### src/design/bcd_pkg.sv
// ----------------------------------------------------------------------------
// bcd_pkg
// Shared constants and controller/datapath interface types.
// ----------------------------------------------------------------------------
`timescale 1ns / 1ps

package bcd_pkg;

    localparam int CHORDS_DEF = 4;
    localparam int BPC_DEF    = 4;
    localparam int CHORD_REGS = 4;

    localparam int BTN_W      = 8;
    localparam int TIME_W     = 32;
    localparam int SLOTS      = 4;
    localparam int CHORD_W    = 43;
    localparam int CNT_LSB    = 32;
    localparam int CNT_W      = 3;
    localparam int DLY_LSB    = 35;
    localparam int DLY_W      = 8;
    localparam int USED_W     = 4;   // holds chords_in_use saturated to CHORDS
    localparam int CFG_ADDR_W = 3;

    localparam int IN_TDATA_W  = 48;
    localparam int IN_BTN_LSB  = 0;
    localparam int IN_PRESS    = 8;
    localparam int IN_NOW_LSB  = 9;
    localparam int OUT_TDATA_W = 8;
    localparam int OUT_W       = 4;

    localparam logic [BTN_W-1:0]  UNSET_BUTTON      = 8'hFF;
    localparam logic [TIME_W-1:0] MICROS_PER_SECOND = 32'd1000000;

    // configuration register indexes
    localparam logic [CFG_ADDR_W-1:0] REG_HOLD_MODE     = 3'd0;
    localparam logic [CFG_ADDR_W-1:0] REG_CHORDS_IN_USE = 3'd1;
    localparam logic [CFG_ADDR_W-1:0] REG_CHORD_ZERO    = 3'd2;

    typedef struct packed {
        logic load;
        logic match;
        logic eval_load;
        logic eval_check;
        logic finish;
    } bcd_cmd_t;

    typedef struct packed {
        logic eval_none;
        logic idx_last;
        logic out_blocked;
    } bcd_sts_t;

endpackage

### src/design/button_chord_detector_top.sv
// ----------------------------------------------------------------------------
// button_chord_detector_top
// Button chord detector: press/release/tick words in, one fire report out.
// ----------------------------------------------------------------------------
// One word is in flight at a time. After accept and button match (all
// entries in parallel), the sweep visits each of the N entries in use, where
// N is chords_in_use saturated to CHORDS. For each entry one step forms
// hold time and delay in microseconds, then the shared compare/update step
// runs. Result hand-off follows; it waits while the previous result is
// still unaccepted. The result sits in an output register, so the next
// word is taken while it waits for the sink. There is
// no clearing pass after reset. Configuration writes belong to idle periods.
// ----------------------------------------------------------------------------
`timescale 1ns / 1ps

module button_chord_detector_top
    import bcd_pkg::*;
#(
    parameter int CHORDS            = CHORDS_DEF,
    parameter int BUTTONS_PER_CHORD = BPC_DEF
)
(
    input  logic                   clk,
    input  logic                   rst_n,

    input  logic                   cfg_we,
    input  logic [CFG_ADDR_W-1:0]  cfg_addr,   // 0 hold_mode, 1 chords_in_use, 2..5 chords
    input  logic [CHORD_W-1:0]     cfg_wdata,

    input  logic                   s_axis_tvalid,
    output logic                   s_axis_tready,
    input  logic [IN_TDATA_W-1:0]  s_axis_tdata,  // button_number[7:0], pressed[8],
                                                  // now_us[40:9], zero fill
    input  logic [0:0]             s_axis_tuser,  // op[0]: 0 button event, 1 recheck tick

    output logic                   m_axis_tvalid,
    input  logic                   m_axis_tready,
    output logic [OUT_TDATA_W-1:0] m_axis_tdata   // fired[0], fired_chord[2:1],
                                                  // waiting[3], zero fill
);

    bcd_cmd_t cmd;
    bcd_sts_t sts;

    // sequencer
    bcd_ctrl u_ctrl (
        .clk      (clk),
        .rst_n    (rst_n),
        .in_valid (s_axis_tvalid),
        .in_ready (s_axis_tready),
        .sts      (sts),
        .cmd      (cmd)
    );

    // chord state, sweep and output register
    bcd_dp #(
        .CHORDS            (CHORDS),
        .BUTTONS_PER_CHORD (BUTTONS_PER_CHORD)
    ) u_dp (
        .clk       (clk),
        .rst_n     (rst_n),
        .cfg_we    (cfg_we),
        .cfg_addr  (cfg_addr),
        .cfg_wdata (cfg_wdata),
        .in_tdata  (s_axis_tdata),
        .in_tuser  (s_axis_tuser[0]),
        .cmd       (cmd),
        .sts       (sts),
        .out_valid (m_axis_tvalid),
        .out_ready (m_axis_tready),
        .out_tdata (m_axis_tdata)
    );

endmodule

### src/design/bcd_ctrl.sv
// ----------------------------------------------------------------------------
// bcd_ctrl
// Sequencer: accept, event match, per-entry sweep, result hand-off.
// ----------------------------------------------------------------------------
`timescale 1ns / 1ps

module bcd_ctrl
    import bcd_pkg::*;
(
    input  logic     clk,
    input  logic     rst_n,
    input  logic     in_valid,
    output logic     in_ready,
    input  bcd_sts_t sts,
    output bcd_cmd_t cmd
);

    localparam logic [2:0] S_IDLE   = 3'd0;
    localparam logic [2:0] S_MATCH  = 3'd1;
    localparam logic [2:0] S_EVAL_A = 3'd2;
    localparam logic [2:0] S_EVAL_B = 3'd3;
    localparam logic [2:0] S_FINISH = 3'd4;

    logic [2:0] state_reg;
    logic [2:0] state_next;

    always_ff @(posedge clk or negedge rst_n)
    begin
        if (!rst_n)
        begin
            state_reg <= S_IDLE;
        end
        else
        begin
            state_reg <= state_next;
        end
    end

    assign in_ready = (state_reg == S_IDLE);

    always_comb
    begin
        state_next = state_reg;
        cmd        = '0;
        unique case (state_reg)
            S_IDLE:
            begin
                if (in_valid)
                begin
                    cmd.load   = 1'b1;
                    state_next = S_MATCH;
                end
            end
            S_MATCH:
            begin
                cmd.match  = 1'b1;
                state_next = sts.eval_none ? S_FINISH : S_EVAL_A;
            end
            S_EVAL_A:
            begin
                cmd.eval_load = 1'b1;
                state_next    = S_EVAL_B;
            end
            S_EVAL_B:
            begin
                cmd.eval_check = 1'b1;
                state_next     = sts.idx_last ? S_FINISH : S_EVAL_A;
            end
            S_FINISH:
            begin
                if (!sts.out_blocked)
                begin
                    cmd.finish = 1'b1;
                    state_next = S_IDLE;
                end
            end
            default:
            begin
                state_next = S_IDLE;
            end
        endcase
    end

endmodule

### src/design/bcd_dp.sv
// ----------------------------------------------------------------------------
// bcd_dp
// Chord state, config registers, match lanes, sweep unit, output register.
// ----------------------------------------------------------------------------
`timescale 1ns / 1ps

module bcd_dp
    import bcd_pkg::*;
#(
    parameter int CHORDS            = CHORDS_DEF,
    parameter int BUTTONS_PER_CHORD = BPC_DEF
)
(
    input  logic                   clk,
    input  logic                   rst_n,
    input  logic                   cfg_we,
    input  logic [CFG_ADDR_W-1:0]  cfg_addr,
    input  logic [CHORD_W-1:0]     cfg_wdata,
    input  logic [IN_TDATA_W-1:0]  in_tdata,
    input  logic                   in_tuser,
    input  bcd_cmd_t               cmd,
    output bcd_sts_t               sts,
    output logic                   out_valid,
    input  logic                   out_ready,
    output logic [OUT_TDATA_W-1:0] out_tdata
);

    localparam int CIDX_W = (CHORDS > 1) ? $clog2(CHORDS) : 1;

    function automatic logic slot_hit(input logic [CHORD_W-1:0] cfg, input int s,
                                      input logic [BTN_W-1:0] btn);
        logic [BTN_W-1:0] b;
        b = cfg[s*BTN_W +: BTN_W];
        return (s < BUTTONS_PER_CHORD) && (b != UNSET_BUTTON) && (b == btn);
    endfunction

    // configuration
    logic                 hold_mode_reg;
    logic [2:0]           chords_in_use_reg;
    logic [CHORD_W-1:0]   chord_reg [CHORD_REGS];
    logic [CHORD_W-1:0]   entry_cfg [CHORDS];
    logic [USED_W-1:0]    n_used;
    logic [USED_W-1:0]    ciu_ext;

    // captured item
    logic                 op_reg;
    logic [BTN_W-1:0]     btn_reg;
    logic                 press_reg;
    logic [TIME_W-1:0]    now_reg;

    // chord state
    logic [SLOTS-1:0]     active_reg  [CHORDS];
    logic [SLOTS-1:0]     active_next [CHORDS];
    logic [TIME_W-1:0]    fpt_reg     [CHORDS];
    logic [CHORDS-1:0]    fpt_we;
    logic                 dly_valid_reg, dly_valid_next;
    logic [CIDX_W-1:0]    dly_idx_reg, dly_idx_next;
    logic                 eng_valid_reg, eng_valid_next;
    logic [CIDX_W-1:0]    eng_idx_reg, eng_idx_next;

    // sweep
    logic [CIDX_W-1:0]    idx_reg, idx_next;
    logic [TIME_W-1:0]    held_reg, held_next;
    logic [TIME_W-1:0]    need_reg, need_next;
    logic                 fired_reg, fired_next;
    logic [CIDX_W-1:0]    sec_reg, sec_next;

    // output register
    logic                 out_valid_reg, out_valid_next;
    logic [OUT_W-1:0]     out_data_reg, out_data_next;

    // match lanes
    logic [SLOTS-1:0]     hit   [CHORDS];
    logic [SLOTS-1:0]     first [CHORDS];
    logic [CHORDS-1:0]    in_use;
    logic [CHORD_W-1:0]   eng_cfg;
    logic [CNT_W-1:0]     eng_cnt;
    logic                 rel_hit;
    logic                 hold_clr;
    logic [CHORD_W-1:0]   cur_cfg;
    logic [CNT_W-1:0]     cur_cnt;
    logic [SLOTS-1:0]     cur_mask;
    logic [SLOTS-1:0]     cur_act;

    assign ciu_ext = USED_W'(chords_in_use_reg);
    assign n_used  = (ciu_ext > USED_W'(CHORDS)) ? USED_W'(CHORDS) : ciu_ext;

    for (genvar k = 0; k < CHORDS; k++)
    begin : g_lane
        if (k < CHORD_REGS)
        begin : g_cfg
            assign entry_cfg[k] = chord_reg[k];
        end
        else
        begin : g_zero
            assign entry_cfg[k] = '0;
        end
        for (genvar s = 0; s < SLOTS; s++)
        begin : g_slot
            assign hit[k][s] = slot_hit(entry_cfg[k], s, btn_reg);
        end
        // lowest matching slot only
        assign first[k]  = hit[k] & (~hit[k] + SLOTS'(1));
        assign in_use[k] = (USED_W'(k) < n_used);
    end

    // hold-release test against the engaged chord's leading slots
    assign eng_cfg = entry_cfg[eng_idx_reg];
    assign eng_cnt = eng_cfg[CNT_LSB +: CNT_W];

    always_comb
    begin
        rel_hit = (eng_cnt < CNT_W'(2)) || (int'(eng_cnt) > BUTTONS_PER_CHORD);
        for (int s = 0; s < SLOTS - 1; s++)
        begin
            if ((s + 1 < int'(eng_cnt)) && slot_hit(eng_cfg, s, btn_reg))
            begin
                rel_hit = 1'b1;
            end
        end
    end

    assign hold_clr = hold_mode_reg && !press_reg && eng_valid_reg && rel_hit;

    assign cur_cfg  = entry_cfg[idx_reg];
    assign cur_cnt  = cur_cfg[CNT_LSB +: CNT_W];
    assign cur_mask = (SLOTS'(1) << cur_cnt) - SLOTS'(1);
    assign cur_act  = active_reg[idx_reg];

    always_comb
    begin
        active_next    = active_reg;
        fpt_we         = '0;
        dly_valid_next = dly_valid_reg;
        dly_idx_next   = dly_idx_reg;
        eng_valid_next = eng_valid_reg;
        eng_idx_next   = eng_idx_reg;
        idx_next       = idx_reg;
        held_next      = held_reg;
        need_next      = need_reg;
        fired_next     = fired_reg;
        sec_next       = sec_reg;
        out_valid_next = out_valid_reg;
        out_data_next  = out_data_reg;

        if (out_valid_reg && out_ready)
        begin
            out_valid_next = 1'b0;
        end

        if (cmd.load)
        begin
            idx_next   = '0;
            fired_next = 1'b0;
            sec_next   = '0;
        end

        if (cmd.match && !op_reg)
        begin
            if (hold_clr)
            begin
                for (int k = 0; k < CHORDS; k++)
                begin
                    if (in_use[k])
                    begin
                        active_next[k] = '0;
                    end
                end
                dly_valid_next = 1'b0;
                dly_idx_next   = '0;
                eng_valid_next = 1'b0;
                eng_idx_next   = '0;
            end
            for (int k = 0; k < CHORDS; k++)
            begin
                if (in_use[k] && (first[k] != '0))
                begin
                    if (press_reg)
                    begin
                        fpt_we[k]      = first[k][0] & ~active_next[k][0];
                        active_next[k] = active_next[k] | first[k];
                    end
                    else
                    begin
                        active_next[k] = active_next[k] & ~first[k];
                        if (first[k][0] && dly_valid_next && (dly_idx_reg == CIDX_W'(k)))
                        begin
                            dly_valid_next = 1'b0;
                            dly_idx_next   = '0;
                        end
                    end
                end
            end
        end

        if (cmd.eval_load)
        begin
            held_next = now_reg - fpt_reg[idx_reg];
            need_next = TIME_W'(cur_cfg[DLY_LSB +: DLY_W]) * MICROS_PER_SECOND;
        end

        if (cmd.eval_check)
        begin
            if ((cur_cnt != '0) && (int'(cur_cnt) <= BUTTONS_PER_CHORD))
            begin
                if (cur_cnt == CNT_W'(1))
                begin
                    if (cur_act[0])
                    begin
                        if ((need_reg == '0) || (held_reg >= need_reg))
                        begin
                            fired_next     = 1'b1;
                            sec_next       = idx_reg;
                            dly_valid_next = 1'b0;
                            dly_idx_next   = '0;
                        end
                        else
                        begin
                            dly_valid_next = 1'b1;
                            dly_idx_next   = idx_reg;
                        end
                    end
                end
                else if ((cur_act & cur_mask) == cur_mask)
                begin
                    fired_next = 1'b1;
                    sec_next   = idx_reg;
                end
            end
            idx_next = idx_reg + CIDX_W'(1);
        end

        if (cmd.finish)
        begin
            if (fired_reg)
            begin
                if (hold_mode_reg)
                begin
                    eng_valid_next = 1'b1;
                    eng_idx_next   = sec_reg;
                end
                else
                begin
                    for (int k = 0; k < CHORDS; k++)
                    begin
                        if (in_use[k])
                        begin
                            active_next[k] = '0;
                        end
                    end
                    dly_valid_next = 1'b0;
                    dly_idx_next   = '0;
                end
            end
            out_valid_next = 1'b1;
            out_data_next  = {dly_valid_next,
                              fired_reg ? 2'(sec_reg) : 2'd0,
                              fired_reg};
        end
    end

    always_ff @(posedge clk or negedge rst_n)
    begin
        if (!rst_n)
        begin
            hold_mode_reg     <= 1'b0;
            chords_in_use_reg <= '0;
            for (int k = 0; k < CHORD_REGS; k++)
            begin
                chord_reg[k] <= '0;
            end
            for (int k = 0; k < CHORDS; k++)
            begin
                active_reg[k] <= '0;
            end
            dly_valid_reg <= 1'b0;
            dly_idx_reg   <= '0;
            eng_valid_reg <= 1'b0;
            eng_idx_reg   <= '0;
            idx_reg       <= '0;
            fired_reg     <= 1'b0;
            sec_reg       <= '0;
            out_valid_reg <= 1'b0;
        end
        else
        begin
            if (cfg_we && (cfg_addr == REG_HOLD_MODE))
            begin
                hold_mode_reg <= cfg_wdata[0];
            end
            if (cfg_we && (cfg_addr == REG_CHORDS_IN_USE))
            begin
                chords_in_use_reg <= cfg_wdata[2:0];
            end
            for (int k = 0; k < CHORD_REGS; k++)
            begin
                if (cfg_we && (cfg_addr == (REG_CHORD_ZERO + CFG_ADDR_W'(k))))
                begin
                    chord_reg[k] <= cfg_wdata;
                end
            end
            active_reg    <= active_next;
            dly_valid_reg <= dly_valid_next;
            dly_idx_reg   <= dly_idx_next;
            eng_valid_reg <= eng_valid_next;
            eng_idx_reg   <= eng_idx_next;
            idx_reg       <= idx_next;
            fired_reg     <= fired_next;
            sec_reg       <= sec_next;
            out_valid_reg <= out_valid_next;
        end
    end

    // payload registers, no reset
    always_ff @(posedge clk)
    begin
        if (cmd.load)
        begin
            op_reg    <= in_tuser;
            btn_reg   <= in_tdata[IN_BTN_LSB +: BTN_W];
            press_reg <= in_tdata[IN_PRESS];
            now_reg   <= in_tdata[IN_NOW_LSB +: TIME_W];
        end
        for (int k = 0; k < CHORDS; k++)
        begin
            if (fpt_we[k])
            begin
                fpt_reg[k] <= now_reg;
            end
        end
        held_reg     <= held_next;
        need_reg     <= need_next;
        out_data_reg <= out_data_next;
    end

    assign sts.eval_none   = (n_used == '0);
    assign sts.idx_last    = ((USED_W'(idx_reg) + USED_W'(1)) == n_used);
    assign sts.out_blocked = out_valid_reg && !out_ready;

    assign out_valid = out_valid_reg;
    assign out_tdata = {(OUT_TDATA_W - OUT_W)'(0), out_data_reg};

endmodule

### config.mk
export PLATFORM = sky130hd
export DESIGN_NAME = button_chord_detector_top
export DESIGN_NICKNAME = d
export VERILOG_FILES = /design/src/design/bcd_pkg.sv /design/src/design/button_chord_detector_top.sv /design/src/design/bcd_ctrl.sv /design/src/design/bcd_dp.sv
export SDC_FILE = /design/constraint.sdc
export NUM_CORES = 1
export LEC_CHECK = 0
export BUFFER_PORTS_ARGS = -buffer_cell sky130_fd_sc_hd__buf_2
export CAP_MARGIN = 10
export CORE_ASPECT_RATIO = 0.8
export CORE_MARGIN = 3
export CORE_UTILIZATION = 41
export DETAILED_ROUTE_END_ITERATION = 6
export GPL_ROUTABILITY_DRIVEN = 0
export PLACE_DENSITY = 0.59
export SYNTH_ARGS = -nofsm -noshare
export SYNTH_HDL_FRONTEND = slang
export SYNTH_SLANG_ARGS = --single-unit
### constraint.sdc
create_clock -name clk -period 8.5 [get_ports clk]
set_clock_uncertainty 0.2 [all_clocks]
set_input_delay 0 -clock clk [delete_from_list [all_inputs] [get_ports clk]]
set_output_delay 0 -clock clk [all_outputs]
set_load 0.01 [all_outputs]
==> results.cfg <==
[clock_tree]
cts_buffers = 47
htreeDepth = 2
clock_tree.root_cell = clkbuf_16
cts_buffer_depth = 3
clock_sinks = 435
cts_tree = yes
clk_latency_ps = 590
clk_pin_slew_ps = 60
cts_setup_buffers = 0

[sta]
worst_pin_slew_ps = 1249
whs_ps = 37.66
hold_viol = 0
slew-limit-headroom_pct = 14.58
final-max-slew-violation-count = 0
finalCritPeriodShare_pct = 63.85
rsz0062_at_grt = false
final.setup.tns_ps = 0
finalSetupViolCount = 0
fmax_mhz = 184.3
finalCriticalPeriod_ps = 5427

[run_status]
status = completed

[synth]
synthCells = 1696
ys_ff_latch = 435
synth_top_family_by_area = multiplexers
synth-main-ff-cell = edfxtp_1
synth_edf_count = 228
ys_warn_count = 0
synthAdderAreaFrac_pct = 7.715
ys_seq_area_share_pct = 53.05
synth_xor_area_share_pct = 7.031
synth.distinct_cells = 67
synthMuxAreaShare_pct = 16.08
synth_compound_gate_area_share_pct = 6.115
avgSynthCellArea_um2 = 13.37
yosys.area_share.simple_pct = 6.794
async_flop_share_pct = 47.59
syn-cell-area_mm2 = 0.02267

[critical_path]
critPathMostFrequentCell = ha_1
crit_type = reg2reg
critPathMaxStageDelay_ps = 660
cp_max_fo = 47
critical_path_required_ps = 8600
crit_family = compound AO/OA/AOI/OAI gates
cp-start-kind = flip-flop
arrival_ps = 5530
path_buf_inv = 1
cp_cell_sequence = buf_4, mux4_2, ha_1, fa_1, ha_1, ha_1, a31oi_1, o21bai_1, a21oi_1, o211ai_1, a31oi_1, nor2b_1, o21a_1, o41ai_1, xnor2_1
critPathSlowestCell = buf_4
worstSetupEndpointType = flip-flop

[global_route]
grt_pass1_vias = 15410
grt_max_degree = 89
grt_usage_pct = 19.40
antenna_found_initial = 0
grt-ovfl-total = 0
grt_pass1_wl_um = 87650

[final_layout]
nets = 2194
area_growth_pct = 20.70
largest_reg_flops = 172
antenna_cells_inserted = 0
num-fill-cells = 4625
layout-drive-gt1-share_pct = 23.65

[power]
comb_power_share_pct = 51.3
seqPwrFrac_pct = 29.6
cellLeakagePower_nw = 10.81
p_int_w = 0.007091
vdd_drop_max_mv = 0.5206
p_sw_share_pct = 38.58
power_density_mw_per_mm2 = 421.9
p_sw_w = 0.004454
clkPwrFrac_pct = 19.1

[die]
row_count = 76
io_pins = 110
die_w_um = 268.9
dieArea_mm2 = 0.05817
core_area_mm2 = 0.05430
initial_core_util_pct = 41.76
die_y_um = 216.3

[detailed_routing]
drt_iter0_drc = 1087
wl_per_cell_um = 20.16
firstDrtPassIters = 5
totalWireLength_um = 55330
vias = 14890
viasPerCell = 5.423
drtAntennaViolNets = 0
drc = 0

[run]
maxCapViolCount = 0

[placed_design]
dp_hpwl_um = 35740
portBuffers = 98

[worst_hold_path]
min_path_type = in2reg
## cell families (layout without fill, tap and decap cells)
kind of cell | Yosys count | after routing
muxes | 250 | 250
other | 1 | 4
adders and majority gates | 129 | 129
and+or+nand+nor | 297 | 297
AOI/OAI and AO/OA | 219 | 219
DFF | 435 | 435
buffers and inverters | 183 | 488
xor gates and xnor gates | 182 | 182
## power by group through the flow
stage | Combinational [W] | Clock [W] | Sequential, W
6_report | 0.00592 | 0.00220 | 0.00342
4_1_cts | 0.00598 | 0.00226 | 0.00341
3_3_place_gp | 0.00578 | 0 | 0.00343
5_1_grt | 0.00673 | 0.00234 | 0.00347
2_1_floorplan | 0.00465 | 0 | 0.00326
3_5_place_dp | 0.00587 | 0 | 0.00344
## routing by layer
metal | wire length, µm | share of wire, % | vias up | global-route usage, %
met5 | 0 | 0 | - | 0
met4 | 1046 | 1.9 | 0 | 5.096
met3 | 2763 | 5.0 | 81 | 3.019
met2 | 24590 | 44 | 383 | 29.28
met1 | 26930 | 49 | 7592 | 29.25
li1 | - | - | 6831 | -
## cell usage in the layout (no fill, tap or decap), types with 5 or more instances in the layout
| cell type | netlist | final |
|---|---|---|
| bufinv_16 | 0 | 8 |
| clkbuf_8 | 0 | 7 |
| mux2_2 | 173 | 173 |
| nor3_1 | 25 | 22 |
| o41ai_1 | 5 | 5 |
| a21o_1 | 14 | 14 |
| a211oi_1 | 6 | 6 |
| xor2_1 | 79 | 79 |
| o211ai_1 | 17 | 17 |
| dfrtp_1 | 207 | 204 |
| inv_1 | 120 | 120 |
| o21a_1 | 6 | 6 |
| a31oi_1 | 7 | 7 |
| clkbuf_16 | 0 | 48 |
| nor2_1 | 52 | 48 |
| xnor2_1 | 103 | 103 |
| buf_4 | 6 | 23 |
| nor4_1 | 20 | 20 |
| o31ai_1 | 7 | 7 |
| clkbuf_1 | 37 | 5 |
| and3_1 | 9 | 9 |
| ha_1 | 111 | 111 |
| o21bai_1 | 7 | 7 |
| dlygate4sd3_1 | 0 | 158 |
| clkinvlp_4 | 0 | 8 |
| mux4_2 | 74 | 74 |
| and2_1 | 7 | 6 |
| nand2_1 | 61 | 61 |
| buf_2 | 7 | 97 |
| o21ai_0 | 56 | 56 |
| edfxtp_1 | 228 | 228 |
| nand2b_1 | 11 | 11 |
| nand4_1 | 48 | 48 |
| fa_1 | 18 | 18 |
| nor2b_1 | 12 | 12 |
| clkinv_2 | 0 | 8 |
| a21oi_1 | 60 | 60 |
| nand3_1 | 30 | 29 |
## final timing paths
path                                                start                        endpoint  slack (ps)  cells past startpoint
min                                       s_axis_tdata[9]       u_dp.now_reg[0]$_DFFE_PP_          40                      2
min reg2reg                u_dp.chord_reg[84]$_DFFE_PN0P_  u_dp.chord_reg[84]$_DFFE_PN0P_         300                      1
max                           u_dp.idx_reg[1]$_DFFE_PN0P_     u_dp.need_reg[27]$_DFFE_PP_        3070                     15
max reg2reg                   u_dp.idx_reg[1]$_DFFE_PN0P_     u_dp.need_reg[27]$_DFFE_PP_        3070                     15
max in group asynchronous                           rst_n     u_dp.idx_reg[0]$_DFFE_PN0P_        6070                      5
min in group asynchronous                           rst_n   u_dp.chord_reg[0]$_DFFE_PN0P_         400                      4
## per-stage QoR
step	cells	total power [W]	setup WS (ps)	cell area, µm²	util [%]
finish	2745	0.01155	3073	27360	50.40
global route	2745	0.01254	2693	27360	50.40
CTS	2745	0.01166	3052	27360	50.40
detailed placement	2498	0.009318	3113	24070	44.33
global placement	2498	0.009216	3117	24070	44.33
floorplan	1699	0.007913	2582	22680	-
## layout make-up
class	count	area [µm²]	area share [%]
flip-flops and latches	435	12030	43.97
clock buffers	59	1303	4.760
well taps	741	927.1	3.388
clock inverters	29	381.6	1.395
repair buffers	280	2281	8.336
inverters	120	450.4	1.646
multi-input cells	1081	9988	36.50
## synthesized netlist by cell type (all sizes together) (14+ instances only)
cell,n,share of area [%]
a21o,14,0.46
a21oi,60,1.3
buf,25,0.58
clkbuf,38,0.63
dfrtp,207,23
edfxtp,228,30
fa,18,1.6
ha,111,6.1
inv,120,2.0
mux2,173,8.6
mux4,74,7.4
nand2,61,1.0
nand3,30,0.66
nand4,48,1.3
nor2,53,0.89
nor3,25,0.55
nor4,20,0.55
o211ai,17,0.56
o21ai,60,1.3
xnor2,103,4.0
xor2,79,3.1
## timing repair
item,4_1_cts,5_1_grt
hold buffers,159,0
endpoints found under the hold margin,377,0
resized for setup,0,0
setup endpoints to repair,0,0
Note: power is estimated with default switching activity, not from simulation.
